===== src/sv/i2cte_pkg.sv =====
// Types, constants and a helper function shared by the I2C edge-driven target.
`default_nettype none

package i2cte_pkg;

    localparam int TABLE_BYTES_DEFAULT = 8;
    localparam int OUT_FIFO_DEPTH      = 4;

    localparam logic [6:0]  OWN_ADDRESS_RESET    = 7'h0F;
    localparam logic [63:0] TRANSMIT_TABLE_RESET = 64'h0071_6151_4131_2111;

    localparam logic CFG_OWN_ADDRESS    = 1'b0;
    localparam logic CFG_TRANSMIT_TABLE = 1'b1;

    localparam logic [3:0] BITS_PER_BYTE = 4'd8;

    localparam logic [2:0] PHASE_CODE_IDLE       = 3'd0;
    localparam logic [2:0] PHASE_CODE_ADDRESS    = 3'd1;
    localparam logic [2:0] PHASE_CODE_OWN_ACK    = 3'd2;
    localparam logic [2:0] PHASE_CODE_MASTER_ACK = 3'd3;
    localparam logic [2:0] PHASE_CODE_SEND       = 3'd4;
    localparam logic [2:0] PHASE_CODE_RECEIVE    = 3'd5;
    localparam logic [2:0] PHASE_CODE_END        = 3'd6;

    typedef enum logic [6:0] {
        PH_IDLE       = 7'b0000001,
        PH_ADDRESS    = 7'b0000010,
        PH_OWN_ACK    = 7'b0000100,
        PH_MASTER_ACK = 7'b0001000,
        PH_SEND       = 7'b0010000,
        PH_RECEIVE    = 7'b0100000,
        PH_END        = 7'b1000000
    } phase_t;

    typedef struct packed {
        logic clock_line_edge;
        logic new_level;
        logic other_level;
    } in_item_t;

    typedef struct packed {
        logic       data_release;
        logic       byte_done;
        logic [7:0] received_byte;
        logic [2:0] receive_slot;
        logic [2:0] send_slot;
        logic [2:0] phase;
    } out_item_t;

    typedef struct packed {
        phase_t     phase;
        logic       read_flag;
        logic [3:0] bit_count;
        logic [7:0] address_shift;
        logic [7:0] receive_shift;
        logic [2:0] receive_index;
        logic [2:0] send_index;
        logic       data_drive;
    } ctx_t;

    localparam ctx_t CTX_RESET = '{
        phase:         PH_IDLE,
        read_flag:     1'b0,
        bit_count:     4'd0,
        address_shift: 8'd0,
        receive_shift: 8'd0,
        receive_index: 3'd0,
        send_index:    3'd0,
        data_drive:    1'b1
    };

    function automatic logic [2:0] phase_code(input phase_t ph);
        logic [2:0] code;
        case (ph)
            PH_IDLE:       code = PHASE_CODE_IDLE;
            PH_ADDRESS:    code = PHASE_CODE_ADDRESS;
            PH_OWN_ACK:    code = PHASE_CODE_OWN_ACK;
            PH_MASTER_ACK: code = PHASE_CODE_MASTER_ACK;
            PH_SEND:       code = PHASE_CODE_SEND;
            PH_RECEIVE:    code = PHASE_CODE_RECEIVE;
            PH_END:        code = PHASE_CODE_END;
            default:       code = PHASE_CODE_IDLE;
        endcase
        return code;
    endfunction

endpackage

`default_nettype wire


===== src/sv/i2cte_ctx_ram.sv =====
// Single-entry context memory with a registered read and a written flag.
`default_nettype none

module i2cte_ctx_ram (
    input  wire logic            clk,
    input  wire logic            rst_n,
    input  wire logic            rd_en,
    input  wire logic            wr_en,
    input  wire i2cte_pkg::ctx_t wr_data,
    output i2cte_pkg::ctx_t      rd_data
);
    import i2cte_pkg::*;

    ctx_t mem [0:0];
    ctx_t rd_data_reg;
    logic written_reg;
    logic rd_valid_reg;

    always_ff @(posedge clk)
    begin
        if (wr_en)
        begin
            mem[0] <= wr_data;
        end
        if (rd_en)
        begin
            rd_data_reg <= mem[0];
        end
    end

    always_ff @(posedge clk or negedge rst_n)
    begin
        if (!rst_n)
        begin
            written_reg  <= 1'b0;
            rd_valid_reg <= 1'b0;
        end
        else
        begin
            if (wr_en)
            begin
                written_reg <= 1'b1;
            end
            if (rd_en)
            begin
                rd_valid_reg <= written_reg;
            end
        end
    end

    // An entry never written reads as the reset context.
    assign rd_data = rd_valid_reg ? rd_data_reg : CTX_RESET;

endmodule

`default_nettype wire


===== src/sv/i2cte_step.sv =====
// Next-context and result logic for one bus edge event.
`default_nettype none

module i2cte_step #(
    parameter int TABLE_BYTES = i2cte_pkg::TABLE_BYTES_DEFAULT
) (
    input  wire i2cte_pkg::ctx_t     ctx_cur,
    input  wire i2cte_pkg::in_item_t item,
    input  wire logic [6:0]      own_address,
    input  wire logic [63:0]     transmit_table,
    output i2cte_pkg::ctx_t      ctx_next,
    output i2cte_pkg::out_item_t result
);
    import i2cte_pkg::*;

    localparam logic [2:0] LAST_SLOT = 3'(TABLE_BYTES - 1);

    ctx_t       nxt;
    logic       done;
    logic [7:0] got;
    logic [2:0] slot;
    logic       table_bit;
    logic [2:0] bit_pos;

    assign bit_pos   = ~ctx_cur.bit_count[2:0];
    assign table_bit = transmit_table[{ctx_cur.send_index, bit_pos}];

    always_comb
    begin
        nxt  = ctx_cur;
        done = 1'b0;
        got  = 8'd0;
        slot = 3'd0;
        if (item.clock_line_edge)
        begin
            if (item.new_level)
            begin
                case (ctx_cur.phase)
                    PH_ADDRESS:
                    begin
                        if (!ctx_cur.bit_count[3])
                        begin
                            nxt.address_shift[bit_pos] = ctx_cur.address_shift[bit_pos]
                                                         | item.other_level;
                            nxt.bit_count = ctx_cur.bit_count + 4'd1;
                        end
                    end
                    PH_MASTER_ACK:
                    begin
                        nxt.phase = item.other_level ? PH_END : PH_SEND;
                    end
                    PH_RECEIVE:
                    begin
                        if (!ctx_cur.bit_count[3])
                        begin
                            nxt.receive_shift[bit_pos] = item.other_level;
                            nxt.bit_count = ctx_cur.bit_count + 4'd1;
                        end
                    end
                    default:
                    begin
                    end
                endcase
            end
            else
            begin
                case (ctx_cur.phase)
                    PH_ADDRESS:
                    begin
                        if (ctx_cur.bit_count == BITS_PER_BYTE)
                        begin
                            nxt.read_flag = ctx_cur.address_shift[0];
                            nxt.bit_count = 4'd0;
                            if (ctx_cur.address_shift[7:1] != own_address)
                            begin
                                nxt.phase      = PH_IDLE;
                                nxt.data_drive = 1'b1;
                            end
                            else
                            begin
                                nxt.phase      = PH_OWN_ACK;
                                nxt.data_drive = 1'b0;
                            end
                        end
                    end
                    PH_OWN_ACK:
                    begin
                        if (ctx_cur.read_flag)
                        begin
                            nxt.data_drive = table_bit;
                            nxt.bit_count  = ctx_cur.bit_count + 4'd1;
                            nxt.phase      = PH_SEND;
                        end
                        else
                        begin
                            nxt.data_drive = 1'b1;
                            nxt.phase      = PH_RECEIVE;
                        end
                    end
                    PH_SEND:
                    begin
                        if (!ctx_cur.bit_count[3])
                        begin
                            nxt.data_drive = table_bit;
                            nxt.bit_count  = ctx_cur.bit_count + 4'd1;
                        end
                        else
                        begin
                            nxt.bit_count  = 4'd0;
                            nxt.data_drive = 1'b1;
                            nxt.send_index = (ctx_cur.send_index == LAST_SLOT) ? 3'd0
                                             : ctx_cur.send_index + 3'd1;
                            nxt.phase      = PH_MASTER_ACK;
                        end
                    end
                    PH_RECEIVE:
                    begin
                        if (ctx_cur.bit_count == BITS_PER_BYTE)
                        begin
                            done              = 1'b1;
                            got               = ctx_cur.receive_shift;
                            slot              = ctx_cur.receive_index;
                            nxt.data_drive    = 1'b0;
                            nxt.bit_count     = 4'd0;
                            nxt.phase         = PH_OWN_ACK;
                            nxt.receive_index = ctx_cur.receive_index + 3'd1;
                        end
                    end
                    default:
                    begin
                    end
                endcase
            end
        end
        else if (item.other_level)
        begin
            // Data line moved while the clock line is high: start or stop.
            if (item.new_level)
            begin
                if (ctx_cur.phase == PH_END)
                begin
                    nxt.phase = PH_IDLE;
                end
                else if (ctx_cur.phase == PH_RECEIVE && ctx_cur.bit_count == 4'd1)
                begin
                    nxt.phase = PH_IDLE;
                end
            end
            else if (ctx_cur.phase == PH_IDLE
                     || (ctx_cur.phase == PH_RECEIVE && ctx_cur.bit_count == 4'd1))
            begin
                nxt.address_shift = 8'd0;
                nxt.receive_index = 3'd0;
                nxt.send_index    = 3'd0;
                nxt.bit_count     = 4'd0;
                nxt.phase         = PH_ADDRESS;
                nxt.data_drive    = 1'b1;
            end
        end
    end

    assign ctx_next = nxt;

    always_comb
    begin
        result.data_release  = nxt.data_drive;
        result.byte_done     = done;
        result.received_byte = got;
        result.receive_slot  = slot;
        result.send_slot     = nxt.send_index;
        result.phase         = phase_code(nxt.phase);
    end

endmodule

`default_nettype wire


===== src/sv/i2cte_out_fifo.sv =====
// Small result queue that decouples the update pipeline from the output channel.
`default_nettype none

module i2cte_out_fifo #(
    parameter int DEPTH = i2cte_pkg::OUT_FIFO_DEPTH
) (
    input  wire logic                       clk,
    input  wire logic                       rst_n,
    input  wire logic                       push,
    input  wire i2cte_pkg::out_item_t       push_data,
    output logic                            out_valid,
    input  wire logic                       out_stall,
    output i2cte_pkg::out_item_t            out_data,
    output logic [$clog2(DEPTH + 1) - 1:0]  count
);
    import i2cte_pkg::*;

    localparam int PW = (DEPTH > 1) ? $clog2(DEPTH) : 1;
    localparam int CW = $clog2(DEPTH + 1);
    localparam logic [PW-1:0] LAST_PTR = PW'(DEPTH - 1);

    out_item_t      entries [DEPTH];
    logic [PW-1:0]  wr_ptr_reg;
    logic [PW-1:0]  rd_ptr_reg;
    logic [CW-1:0]  count_reg;
    logic [CW-1:0]  count_next;
    logic           pop;

    assign out_valid = (count_reg != '0);
    assign out_data  = entries[rd_ptr_reg];
    assign pop       = out_valid && !out_stall;
    assign count     = count_reg;

    always_comb
    begin
        count_next = count_reg;
        if (push && !pop)
        begin
            count_next = count_reg + CW'(1);
        end
        else if (pop && !push)
        begin
            count_next = count_reg - CW'(1);
        end
    end

    always_ff @(posedge clk)
    begin
        if (push)
        begin
            entries[wr_ptr_reg] <= push_data;
        end
    end

    always_ff @(posedge clk or negedge rst_n)
    begin
        if (!rst_n)
        begin
            wr_ptr_reg <= '0;
            rd_ptr_reg <= '0;
            count_reg  <= '0;
        end
        else
        begin
            count_reg <= count_next;
            if (push)
            begin
                wr_ptr_reg <= (wr_ptr_reg == LAST_PTR) ? '0 : wr_ptr_reg + PW'(1);
            end
            if (pop)
            begin
                rd_ptr_reg <= (rd_ptr_reg == LAST_PTR) ? '0 : rd_ptr_reg + PW'(1);
            end
        end
    end

    a_no_overflow: assert property (@(posedge clk) disable iff (!rst_n)
        push && !pop |-> count_reg < CW'(DEPTH))
        else $error("result queue written while full");

    a_push_pop_hold: assert property (@(posedge clk) disable iff (!rst_n)
        push && pop |=> $stable(count_reg))
        else $error("result queue count moved on simultaneous push and pop");

    a_count_bound: assert property (@(posedge clk) disable iff (!rst_n)
        count_reg <= CW'(DEPTH))
        else $error("result queue count beyond its depth");

endmodule

`default_nettype wire


===== src/sv/i2c_target_edge_fsm.sv =====
// Top level of the I2C target that advances on bus edge events.
// Path: a result beat passes the update stage register and the result queue before it leaves.
// Throughput: one event per cycle while in_stall is low; the context memory read is registered and
// the update of the event just before is forwarded around it.
// Reset: the context memory reads as the idle context until first written,
// with no clearing pass; address and table registers take their default values.
`default_nettype none

module i2c_target_edge_fsm #(
    parameter int TABLE_BYTES = i2cte_pkg::TABLE_BYTES_DEFAULT,
    parameter int OUT_DEPTH   = i2cte_pkg::OUT_FIFO_DEPTH
) (
    input  wire logic             clk,
    input  wire logic             rst_n,
    input  wire logic             in_valid,
    output logic                  in_stall,
    input  wire i2cte_pkg::in_item_t in_data,
    output logic                  out_valid,
    input  wire logic             out_stall,
    output i2cte_pkg::out_item_t  out_data,
    input  wire logic             cfg_we,
    input  wire logic             cfg_index,
    input  wire logic [63:0]      cfg_data
);
    import i2cte_pkg::*;

    localparam int CW = $clog2(OUT_DEPTH + 1);

    logic [6:0]  own_address_reg;
    logic [63:0] transmit_table_reg;

    logic        accept;
    logic        s1_valid_reg;
    in_item_t    s1_item_reg;
    logic        fwd_en_reg;
    ctx_t        fwd_ctx_reg;
    ctx_t        ram_rd_data;
    ctx_t        ctx_cur;
    ctx_t        ctx_next;
    out_item_t   result;
    logic [CW-1:0] fifo_count;
    logic [CW:0]   occupancy;

    assign occupancy = {1'b0, fifo_count} + (CW + 1)'(s1_valid_reg);
    assign in_stall  = (occupancy >= (CW + 1)'(OUT_DEPTH));
    assign accept    = in_valid && !in_stall;

    always_ff @(posedge clk or negedge rst_n)
    begin
        if (!rst_n)
        begin
            own_address_reg    <= OWN_ADDRESS_RESET;
            transmit_table_reg <= TRANSMIT_TABLE_RESET;
        end
        else if (cfg_we)
        begin
            case (cfg_index)
                CFG_OWN_ADDRESS:    own_address_reg    <= cfg_data[6:0];
                CFG_TRANSMIT_TABLE: transmit_table_reg <= cfg_data;
                default:
                begin
                end
            endcase
        end
    end

    always_ff @(posedge clk or negedge rst_n)
    begin
        if (!rst_n)
        begin
            s1_valid_reg <= 1'b0;
            fwd_en_reg   <= 1'b0;
        end
        else
        begin
            s1_valid_reg <= accept;
            fwd_en_reg   <= s1_valid_reg;
        end
    end

    always_ff @(posedge clk)
    begin
        if (accept)
        begin
            s1_item_reg <= in_data;
        end
        if (s1_valid_reg)
        begin
            fwd_ctx_reg <= ctx_next;
        end
    end

    // The write of the previous event lands on the same edge as this read.
    assign ctx_cur = fwd_en_reg ? fwd_ctx_reg : ram_rd_data;

    i2cte_ctx_ram u_ctx_ram (
        .clk     (clk),
        .rst_n   (rst_n),
        .rd_en   (accept),
        .wr_en   (s1_valid_reg),
        .wr_data (ctx_next),
        .rd_data (ram_rd_data)
    );

    i2cte_step #(
        .TABLE_BYTES (TABLE_BYTES)
    ) u_step (
        .ctx_cur        (ctx_cur),
        .item           (s1_item_reg),
        .own_address    (own_address_reg),
        .transmit_table (transmit_table_reg),
        .ctx_next       (ctx_next),
        .result         (result)
    );

    i2cte_out_fifo #(
        .DEPTH (OUT_DEPTH)
    ) u_out_fifo (
        .clk       (clk),
        .rst_n     (rst_n),
        .push      (s1_valid_reg),
        .push_data (result),
        .out_valid (out_valid),
        .out_stall (out_stall),
        .out_data  (out_data),
        .count     (fifo_count)
    );

    a_accept_loads_stage: assert property (@(posedge clk) disable iff (!rst_n)
        accept |=> s1_valid_reg)
        else $error("accepted event did not reach the update stage");

    a_ack_with_byte: assert property (@(posedge clk) disable iff (!rst_n)
        s1_valid_reg && result.byte_done |-> !result.data_release)
        else $error("received byte reported without pulling the data line low");

    a_occupancy_bound: assert property (@(posedge clk) disable iff (!rst_n)
        occupancy <= (CW + 1)'(OUT_DEPTH))
        else $error("events in flight exceed the result queue depth");

endmodule

`default_nettype wire


===== config.mk =====
export PLATFORM = sky130hd
export DESIGN_NAME = i2c_target_edge_fsm
export DESIGN_NICKNAME = d
export VERILOG_FILES = /design/src/sv/i2cte_pkg.sv /design/src/sv/i2cte_ctx_ram.sv /design/src/sv/i2cte_step.sv /design/src/sv/i2cte_out_fifo.sv /design/src/sv/i2c_target_edge_fsm.sv
export SDC_FILE = /design/constraint.sdc
export NUM_CORES = 1
export LEC_CHECK = 0
export BUFFER_PORTS_ARGS = -buffer_cell sky130_fd_sc_hd__buf_4
export CAP_MARGIN = 25
export CORE_UTILIZATION = 54
export DETAILED_ROUTE_END_ITERATION = 10
export PLACE_DENSITY = 0.76
export SETUP_SLACK_MARGIN = 0.1
export SYNTH_ARGS = -nofsm -noshare
export SYNTH_HDL_FRONTEND = slang
export SYNTH_SLANG_ARGS = --single-unit

===== constraint.sdc =====
create_clock -name clk -period 3.9 [get_ports clk]
set_clock_uncertainty 0.2 [all_clocks]
set_input_delay 0.39 -clock clk [delete_from_list [all_inputs] [get_ports clk]]
set_output_delay 0.39 -clock clk [all_outputs]
set_load 0.02 [all_outputs]

Word-level counts from Yosys, hierarchy flattened
Memory sizes are Yosys's and may differ from the RTL's. A register that Yosys moved wholly into a read port is not among the register bits.
Index checks and enable logic that the tools add are counted.
- $add $sub $neg: 8
- $lt $le $gt $ge: 4
- equal/unequal tests: 19
- mux-type cells: 80
- bitwise gates (word level): 3
- reduce and logical (&&, ||, !) cells: 15
- operators by type and width (operator ; number):
    7-bit 2-to-1 mux ; 16
    12-bit 2-to-1 mux ; 6
    35-bit 2-to-1 mux ; 2
    8-bit 2-to-1 mux ; 8
    3-bit 2-to-1 mux ; 12
    7-bit case mux with 4 select lines ; 1
    4-bit 2-to-1 mux ; 5
    3-bit case mux with 6 select lines ; 1
    1-bit 2-to-1 mux ; 17
    8-bit bitwise mux ; 2
    16-bit 2-to-1 mux ; 1
    4-bit case mux with 4 select lines ; 1
    7-bit by 2-bit equality test with 1-bit output, second input constant ; 2
    7-bit by 3-bit equality test with 1-bit output, second input constant ; 2
    7-bit by 4-bit equality test with 1-bit output, second input constant ; 2
    7-bit by 5-bit equality test with 1-bit output, second input constant ; 2
    7-bit by 6-bit equality test with 1-bit output, second input constant ; 2
    7-bit equality test, second input constant ; 2
    3-bit by 1-bit adder with 3-bit output, second input constant ; 3
    4-bit case mux with 2 select lines ; 1
    7-bit by 1-bit equality test with 1-bit output, second input constant ; 1
    6-bit by 7-bit < comparator with 1-bit output, second input constant ; 1
    7-bit inequality test ; 1
    1-bit binary-select mux with 6-bit select ; 1
    25 further kinds ; 37
- bits in registers: 120
- RAM bits: 111
- input port bits: 73
- word-level logic and storage cells: 151
- memories: 2
- memory list (name ; words ; bits a word ; read ports ; clocked after memory_dff ; write ports ; line ; RTL):
    u_out_fifo.entries ; 4 ; 19 ; 1 ; 0 ; 1 ; i2cte_out_fifo.sv:22 ; out_item_t entries [DEPTH];
    u_ctx_ram.mem ; 1 ; 35 ; 1 ; 1 ; 1 ; i2cte_ctx_ram.sv:14 ; ctx_t mem [0:0];

Depth between registers and ports, before layout
Gate-level depths: netlist (run 1).
- depth in word-level cells: 12
- depth in mapped cells: 15
- depth with buffers taken out: 11

By module
Synthesis (run 1) repeated with hierarchy kept, for this count alone.
- cell total of the unflattened synthesis: 838
- area total of the unflattened synthesis: 12296.8 sq um
- by module, submodules not included (module ; times used ; cells each ; area each (sq um)):
    i2c_target_edge_fsm ; 1 ; 233 ; 4355.4
    i2cte_out_fifo ; 1 ; 136 ; 3165.5
    i2cte_ctx_ram ; 1 ; 112 ; 2443.6
    i2cte_step ; 1 ; 357 ; 2332.2

Worst setup path after synthesis (run 1)
Ideal clock, no wire load.
- kind: reg2reg
- start: register fwd_en_reg
- end: memory u_out_fifo.entries[0][2] (netlist name), data pin
- arrival: 3320 ps
- setup slack: 195 ps
- cell stages (with the launch flop): 15
- path buffers: 4
- clock period less this slack: 3705 ps
- cells stage by stage: dfrtp_1 -> buf_4 -> buf_2 -> nand3b_1 -> nand2_1 -> buf_1 -> buf_1 -> ha_1 -> o211ai_1 -> nor4_2 -> a21oi_1 -> or2_2 -> a31o_1 -> or2_0 -> a211oi_2
- RTL lines (item ; line ; RTL):
    start, declared ; i2c_target_edge_fsm.sv:35 ; logic fwd_en_reg;
    start signal, assigned ; i2c_target_edge_fsm.sv:77 ; fwd_en_reg <= s1_valid_reg;
    end, declared ; i2cte_out_fifo.sv:22 ;

==> results of run 1 <==
==> layer usage <==
metal	vias to the layer above	share of wire (%)	global-route usage (%)
met4	0	2.0	6.89
li1	3659	-	-
met3	50	6.5	3.98
met1	4001	42	35.4
met5	-	0	0
met2	356	50	44.5
==> power by group through the flow <==
| stage | combinational [mW] | clock [mW] | sequential [mW] |
|---|---|---|---|
| 3_3_place_gp | 3.23 | 0 | 3.63 |
| 4_1_cts | 3.36 | 2.08 | 3.61 |
| 5_1_grt | 3.68 | 2.18 | 3.67 |
| 6_report | 3.39 | 2.05 | 3.61 |
| 3_5_place_dp | 3.28 | 0 | 3.65 |
| 2_1_floorplan | 2.27 | 0 | 3.52 |
==> worst register-to-register path, stage by stage (launching register included) <==
cell                       delay (ns)
sky130_fd_sc_hd__dfrtp_2         0.54
sky130_fd_sc_hd__buf_4           0.24
sky130_fd_sc_hd__nor4b_1         0.42
sky130_fd_sc_hd__o221ai_1        0.32
sky130_fd_sc_hd__nor4_2          0.37
sky130_fd_sc_hd__a21oi_1         0.15
sky130_fd_sc_hd__or2_2           0.36
sky130_fd_sc_hd__a31o_1          0.19
sky130_fd_sc_hd__or2_0           0.21
sky130_fd_sc_hd__a211oi_2        0.33
==> worst min path at each step <==
| stage | endpoint | from |
|---|---|---|
| global route | u_out_fifo.rd_ptr_reg[0]$_DFFE_PN0P_ | out_stall |
| global placement | u_ctx_ram.rd_data_reg[22]$_DFFE_PP_ | u_ctx_ram.mem[0][22]$_DFFE_PP_ |
| CTS | u_out_fifo.rd_ptr_reg[0]$_DFFE_PN0P_ | out_stall |
| finish | u_out_fifo.rd_ptr_reg[1]$_DFFE_PN0P_ | out_stall |
| floorplan | fwd_en_reg$_DFF_PN0_ | rst_n |
| detailed placement | u_ctx_ram.rd_data_reg[20]$_DFFE_PP_ | fwd_ctx_reg[20]$_DFFE_PP_ |
==> cell usage after synthesis (5+ instances only) <==
| library cell | n |
|---|---|
| sky130_fd_sc_hd__nand2_1 | 54 |
| sky130_fd_sc_hd__a32o_1 | 5 |
| sky130_fd_sc_hd__nor4_1 | 13 |
| sky130_fd_sc_hd__a31oi_1 | 9 |
| sky130_fd_sc_hd__edfxtp_1 | 149 |
| sky130_fd_sc_hd__nor3_1 | 14 |
| sky130_fd_sc_hd__dfstp_2 | 23 |
| sky130_fd_sc_hd__and3_1 | 6 |
| sky130_fd_sc_hd__and3b_1 | 5 |
| sky130_fd_sc_hd__buf_2 | 8 |
| sky130_fd_sc_hd__nand3b_1 | 8 |
| sky130_fd_sc_hd__xor2_1 | 5 |
| sky130_fd_sc_hd__ha_1 | 16 |
| sky130_fd_sc_hd__a22oi_1 | 18 |
| sky130_fd_sc_hd__inv_1 | 24 |
| sky130_fd_sc_hd__o221ai_1 | 5 |
| sky130_fd_sc_hd__a21oi_1 | 23 |
| sky130_fd_sc_hd__buf_1 | 7 |
| sky130_fd_sc_hd__or2_2 | 5 |
| sky130_fd_sc_hd__o21ai_0 | 36 |
| sky130_fd_sc_hd__and2_1 | 19 |
| sky130_fd_sc_hd__nand4_1 | 5 |
| sky130_fd_sc_hd__a22o_1 | 11 |
| sky130_fd_sc_hd__or3_1 | 6 |
| sky130_fd_sc_hd__dfrtp_1 | 59 |
| sky130_fd_sc_hd__mux2_2 | 79 |
| sky130_fd_sc_hd__clkbuf_1 | 32 |
| sky130_fd_sc_hd__o211ai_1 | 6 |
| sky130_fd_sc_hd__a311oi_1 | 5 |
| sky130_fd_sc_hd__nor2_1 | 59 |
| sky130_fd_sc_hd__a211oi_1 | 6 |
| sky130_fd_sc_hd__mux4_2 | 21 |
| sky130_fd_sc_hd__nand3_1 | 19 |
| sky130_fd_sc_hd__mux2i_1 | 14 |
==> repair_timing <==
action | CTS | global route
hold buffers | 68 | 0
gates resized for setup | 0 | 4
setup endpoints to repair | 0 | 8
endpoints found under the hold margin | 116 | 0
==> kinds of logic (layout without fill, tap and decap cells) <==
kind of cell | after synthesis | count (layout)
and+or+nand+nor | 236 | 236
DFF | 231 | 231
AOI/OAI and AO/OA | 176 | 176
muxes | 114 | 114
buffers and inverters | 74 | 270
adders and majority gates | 17 | 17
xor gates and xnor gates | 8 | 8
==> final cells by class <==
class                      count  share of cell area [%]
tap                          270                    2.46
inverter                      25                   0.684
clock buffer                  31                    4.64
timing repair buffer         204                    12.5
clock inverter                10                   0.438
multi-input combinational    551                    31.5
sequential                   231                    47.8
==> through the flow <==
| stage | instance area [µm²] | utilization (%) | hold slack [ns] |
|---|---|---|---|
| 2_1_floorplan | 11100 | - | -0.106 |
| 3_3_place_gp | 12300 | 60.9 | 0.229 |
| 3_5_place_dp | 12300 | 60.9 | 0.241 |
| 4_1_cts | 13700 | 67.7 | 0.0495 |
| 5_1_grt | 13700 | 67.8 | 0.0584 |
| 6_report | 13700 | 67.8 | 0.0581 |
==> metrics list, run 1 <==
- Outcome: complete, no violations
- For this run, design rule violations remaining after detail routing come to 0.
- CTS tree: built
- Commonest non-fill, non-tap cells in the layout: sky130_fd_sc_hd__edfxtp_1 (149), sky130_fd_sc_hd__buf_4 (135), sky130_fd_sc_hd__mux2_2 (79)
- Along the worst hold path, the cell count comes to 3.
- After the flow finishes, the layout carries non-filler instances totaling 1322.
- Synth warn: 0
* Worst setup path class: register to register
- Core Box Area: 20200 µm²
* Adder and majority cell fraction of the synthesized area: 1.98%
- EDFF count, synth: 149
- Counting tap cells, the placed design contains a total of 1213 instances.
- Critical path launch point: fwd_en_reg$_DFF_PN0_
- Worst slack at placement: 0.292 ns
* Leak: 5.27 nW
- Share of cells above drive strength 1: 30.3%
- After detailed routing, the total wire length is 27.2 mm.
* Root Driver: sky130_fd_sc_hd__clkbuf_16
- Clock period minus worst slack: 3.54 ns
* Horizontal die dimension: 146 µm
* DR pass1 iterations: 6
* Number of distinct library cells after synthesis: 82
- Of the total synthesized cell area, the portion taken by XOR and XNOR cells is 0.629%.
- Clk_lat worst skew: 0.52 ns
- Filler Cells Inserted: 1402
- The critical path crosses 9 cells after its start point.
- Port buffering added 93 buffers.
- The share of the Yosys chip area taken by registers is 58.8%.
- The clock passes through at most 3 buffers.
- Critical path cell sequence: buf_4, nor4b_1, o221ai_1, nor4_2, a21oi_1, or2_2, a31o_1, or2_0, a211oi_2
- In this run the vertical extent of the chip is 146 µm.
* Sinks on Clock Net: 231
- 0 antenna diodes ended up in the layout.
- R2R setup slack: 0.36 ns
- Of all flip-flops after synthesis, the portion carrying an async set or reset was 35.5%.
* Setup repair after global routing missed its margin: no
- Counting both buffers and inverters, the worst setup path holds a total of 1.
- Of the total power, registers draw 39.9%.
- Data on the critical path arrives at its endpoint at 3.66 ns.
* Startpoint kind of the worst setup timing path: register
* Switching power total: 3.20 mW
- Simple-gate area share of the yosys netlist: 11.1%
- In the finished design, the share of the clock period the worst path needs comes to 90.9%.
* Last element of the critical path: u_out_fifo.entries[2][2]$_DFFE_PP_
* Via count of the first global-routing pass: 8040
- In this run the number of H-tree levels came out at 1.
* Row Count: 52
- Synthesis produced a netlist with a net count of 946.
* Die footprint: 21200 µm²
* Main combinational cell family by area after synthesis: multiplexers
* Instance count of the mapped netlist: 856
- sky130_fd_sc_hd__edfxtp_1 takes more of the synthesized area than any other cell.
- Measured in cells, the most critical reg-to-reg path has a length of 9.
- Worst IR Drop VDD: 392 µV
* Comb pwr share: 37.4%
- TritonCTS created 24 clock buffers.
* Area of the mapped netlist: 11100 µm²
- Via count: 8066
* Cell area power density: 660 nW/µm²
- The max-slew violation count was 0.
* Synthesized area per cell: 13.0 µm²
- Hold WC Path Type: input pin to register
* Number of failing hold endpoints at the final stage: 0
* Footprint of the multi-input gates: 4320 µm²
- During I/O placement, the number of pins put on the boundary was 94.
- For this run, the post-layout net count is 1127.
- Type of destination of the critical path: register
- After routing, the total negative slack on setup checks comes to 0 ns.
- Average wire per standard cell: 20.6 µm
- Worst Path Max Fanout: 24
* Crit Reg-Reg Endpoint: u_out_fifo.entries[2][2]$_DFFE_PP_
* Starting density of the core: 55.1%
* Sequential cell area: 6560 µm²
* Startpoint of the worst-slack reg-to-reg timing path: fwd_en_reg$_DFF_PN0_
* Antenna violation net count after detailed routing: 0
- Final setup vio count: 0
- The clock network burns 22.7% of the power.
- Broken down by cell family, the worst path's largest delay share belongs to simple AND/OR/NAND/NOR gates.
* Cell types with the largest area share after synthesis: sky130_fd_sc_hd__edfxtp_1 (40%), sky130_fd_sc_hd__dfrtp_1 (13%), sky130_fd_sc_hd__mux2_2 (8.0%)
- Total routing resource utilization after global routing: 26.2%
- Across all setup checks in the final design, the least slack found is 0.356 ns.
- Max cap viols: 0
- The library cell used most frequently in the layout, excluding fill and tap cells, is sky130_fd_sc_hd__edfxtp_1.
- Measured against the total synthesized area, the mux share comes to 13.5%.
- For the pin with the worst max-slew slack, the measured transition is 0.951 ns.
- Area Growth Syn to Fin: 23.1%
- Global routing finished with a remaining overflow of 0.
* Critical Path Max Stage Delay: 0.54 ns
- Data required time at the worst endpoint: 4.01 ns
- Based on the critical path, the design can be clocked at up to 282 MHz.
- After detailed routing, the number of vias per cell comes to 6.10.
* Top cell type's share of synthesized area: 40.2%
- Leading register cell type out of synthesis: sky130_fd_sc_hd__edfxtp_1
* Initial antenna violation count: 0
* Global-route wire length before repair: 43.8 mm
* Net switching fraction of the power: 35.3%
* Cell type of the slowest stage on the worst timing path: sky130_fd_sc_hd__dfrtp_2
- Buffers added to address setup during post-CTS repair amount to 0.
- Total power after layout: 9.05 mW
* HPWL reported at the end of detailed placement: 17.7 mm
* Reg clk slew, reported paths: 0.06 ns
- The register with the most flip-flops in the layout has 76 of them.
- At the end of routability-driven placement, the weighted congestion stood at 0.981.
* Pin count of the biggest net entering global routing: 65
- Summing the areas of all compound-gate instances in the mapped netlist gives 11.3% of the synthesized area.
- The synthesized design contains 231 register bits.
- In this run, the number of DRC markers left after iteration 0 of detailed routing was 694.
- Power Internal: 5.86 mW
- Measured against its own limit, the worst slew margin works out to 36.6%.
No activity file was read; power rests on OpenSTA's default activity.
==> run 2, diff against run 1 <==
--- a/config.mk
+++ b/config.mk
@@ -7,9 +7,9 @@
 export LEC_CHECK = 0
 export BUFFER_PORTS_ARGS = -buffer_cell sky130_fd_sc_hd__buf_4
 export CAP_MARGIN = 25
-export CORE_UTILIZATION = 54
+export CORE_UTILIZATION = 60
 export DETAILED_ROUTE_END_ITERATION = 10
-export PLACE_DENSITY = 0.76
+export PLACE_DENSITY = 0.8
 export SETUP_SLACK_MARGIN = 0.1
 export SYNTH_ARGS = -nofsm -noshare
 export SYNTH_HDL_FRONTEND = slang
==> constraint.sdc (replaced) <==
create_clock -name clk -period 3.8 [get_ports clk]
set_clock_uncertainty 0.2 [all_clocks]
set_input_delay 0.38 -clock clk [delete_from_list [all_inputs] [get_ports clk]]
set_output_delay 0.38 -clock clk [all_outputs]
set_load 0.02 [all_outputs]
==> metrics list, run 2 (same netlist as run 1, synthesis figures left out) <==
- Switching power total: 3.39 mW
- Type of destination of the critical path: register
- The worst path uses 91.5% of the clock period.
- Once layout is complete, the cells apart from fillers number 1286.
* Via count: 8214
- Clock period minus worst slack: 3.48 ns
- Average wire per standard cell: 22.4 µm
- Max cap viols: 0
* Via count of the first global-routing pass: 8547
- CTS tree: built
- Compared with the post-synthesis result, the final layout area differs by 23.9%.
- The number of hold violations in the final report is 0.
- Outcome: finished with violations
* Clk_lat worst skew: 0.52 ns
* Max-slew headroom at the worst pin: 40.0%
- At the end of the flow, the number of nets in the layout was 1129.
* Sinks on Clock Net: 231
- Cell area power density: 697 nW/µm²
- Comb pwr share: 37.1%
- H-tree levels: 1
- Setup repair after global routing missed its margin: no
* Horizontal die dimension: 138 µm
- For this run, the top clock speed supported by timing is 288 MHz.
- The longest clock path from root to sink contains 3 buffers.
- Total inserted antenna cells: 0
- Max reg flops: 76
* Boundary pin count: 94
* Buffers & Inverters on Critical Path: 1
- IR analysis of the VDD net gives a maximum drop of 476 µV.
* Cell type of the slowest stage on the worst timing path: sky130_fd_sc_hd__or4_4
- Final setup vio count: 0
- The first global-routing pass estimated 46.3 mm of wire.
- In the layout the commonest cells are sky130_fd_sc_hd__edfxtp_1 (149), sky130_fd_sc_hd__buf_4 (135), sky130_fd_sc_hd__mux2_2 (79).
- The HPWL after detailed placement is 18.3 mm.
- In this run the vertical extent of the chip is 138 µm.
- Root Driver: sky130_fd_sc_hd__clkbuf_16
- Remaining Overflow, GRT: 0
- For the pin with the worst max-slew slack, the measured transition is 0.900 ns.
- In this run the worst path has a maximum fanout of 10.
- Startpoint kind of the worst setup timing path: register
- The floorplan has 49 rows.
- Power Internal: 6.23 mW
* Critical path cell sequence: buf_4, or3b_1, and2_4, nor4_4, a21oi_1, or4_4, a31o_1, or2_0, a211oi_2
- Core Box Area: 18100 µm²
* Kind of cell with the highest combined delay on the critical path: simple AND/OR/NAND/NOR gates
- The initial antenna violation count came to 0.
* Commonest non-fill, non-tap cell in the layout: sky130_fd_sc_hd__edfxtp_1
- Total count of max-transition violations in the final report: 0
- Die footprint: 19100 µm²
* Setup tns final: 0 ns
- DR pass1 iterations: 8
- After detailed routing, the number of vias per cell comes to 6.39.
- Leak: 5.35 nW
- In the final layout, the share of cells above drive strength 1 is 31.3%.
* Total routing resource utilization after global routing: 30.9%
- Antenna violation net count after detailed routing: 0
- The share of total power dissipated in sequential elements is 38.7%.
* Net switching fraction of the power: 35.2%
* Clock buffer count from CTS: 24
* Critical Path Max Stage Delay: 0.57 ns
* Violated checks: design-rule violations
* Hold WC Path Type: input pin to register
* CP Data Arrival Time: 3.60 ns
- Total wirelength of the detailed-routed design: 28.8 mm
- Placed cells: 1173
- Data required time at the worst endpoint: 3.92 ns
* Worst setup path class: register to register
* Starting density of the core: 61.6%
* Reg clk slew, reported paths: 0.06 ns
- The clock network is responsible for 24.2% of the overall power.
- PortBufs: 93
- Entering global routing, the biggest net connects 62 pins.
- Residual DRC: 4
- Routability-driven placement finished with a final weighted congestion of 0.903.
* Detailed router's first-iteration violation count: 840
## run 2: cell count changes in the layout (fill, tap and decap cells not counted), moves of 2 or more
cell                         change
sky130_fd_sc_hd__clkbuf_8        +4
sky130_fd_sc_hd__nor4_2          -2
sky130_fd_sc_hd__buf_12          +2
sky130_fd_sc_hd__clkbuf_4        +3
sky130_fd_sc_hd__clkinv_1        -5
sky130_fd_sc_hd__clkinvlp_4      -2
## run 2: what timing repair did
action,CTS,global route
setup endpoints to repair,0,22
hold buffers,68,0
hold endpoints to repair,120,0
buffers inserted,0,0
resized for setup,0,7
## run 2: per-layer routing
layer  GRT usage (%)  wire (µm)  vias to the layer above  share of wire [%]
met5               0          0                        -                  0
met4            12.2        910                        0                3.2
met3            4.75       1920                       83                6.7
met2            52.5      14300                      428                 50
met1            40.3      11700                     4021                 41
li1                -          -                     3682                  -
## run 2: area by class of cell
type                    count  area [µm²]
clock buffers              38         714
clock inverters             6        67.6
fillers                  1022        4280
inverters                  25        93.8
multi-input cells         551        4340
flip-flops and latches    231        6560
well taps                 229         287
repair buffers            206        1750
## run 2: final timing paths
check                                                   start                                    to  slack [ns]  cells past startpoint
max                        u_ctx_ram.rd_valid_reg$_DFFE_PN0P_    u_out_fifo.entries[3][2]$_DFFE_PP_        0.32                      9
min                                                 out_stall  u_out_fifo.rd_ptr_reg[1]$_DFFE_PN0P_        0.04                      3
max reg2reg                u_ctx_ram.rd_valid_reg$_DFFE_PN0P_    u_out_fifo.entries[3][2]$_DFFE_PP_        0.32                      9
min reg2reg                         fwd_ctx_reg[10]$_DFFE_PP_   u_ctx_ram.rd_data_reg[10]$_DFFE_PP_        0.25                      0
max in group asynchronous                               rst_n    transmit_table_reg[46]$_DFFE_PN1P_        2.26                      3
min in group asynchronous                               rst_n    transmit_table_reg[29]$_DFFE_PN0P_        0.29                      2
## run 2: worst reg2reg max path: stages (launching register included)
cell	delay [ns]
sky130_fd_sc_hd__dfrtp_1	0.52
sky130_fd_sc_hd__buf_4	0.22
sky130_fd_sc_hd__or3b_1	0.40
sky130_fd_sc_hd__and2_4	0.19
sky130_fd_sc_hd__nor4_4	0.26
sky130_fd_sc_hd__a21oi_1	0.15
sky130_fd_sc_hd__or4_4	0.57
sky130_fd_sc_hd__a31o_1	0.24
sky130_fd_sc_hd__or2_0	0.22
sky130_fd_sc_hd__a211oi_2	0.31
## run 2: per-stage QoR
stage / hold WS, ns / worst slack, ns / util [%] / power [mW] / area, µm²
after floorplan: -0.116 / 0.134 / - / 5.95 / 11100
after CTS: 0.0318 / 0.149 / 76.0 / 9.51 / 13800
after detailed placement: 0.232 / 0.165 / 67.9 / 7.12 / 12300
after global placement: 0.230 / 0.200 / 67.9 / 7.05 / 12300
after global routing: 0.0582 / 0.128 / 76.4 / 10.1 / 13800
final: 0.0405 / 0.324 / 76.4 / 9.62 / 13800
## run 2: power groups by stage
stage | sequential [mW] | clock (mW) | combinational [mW]
2_1_floorplan | 3.61 | 0 | 2.33
3_3_place_gp | 3.78 | 0 | 3.26
3_5_place_dp | 3.80 | 0 | 3.32
4_1_cts | 3.76 | 2.33 | 3.41
5_1_grt | 3.77 | 2.45 | 3.86
6_report | 3.72 | 2.33 | 3.57
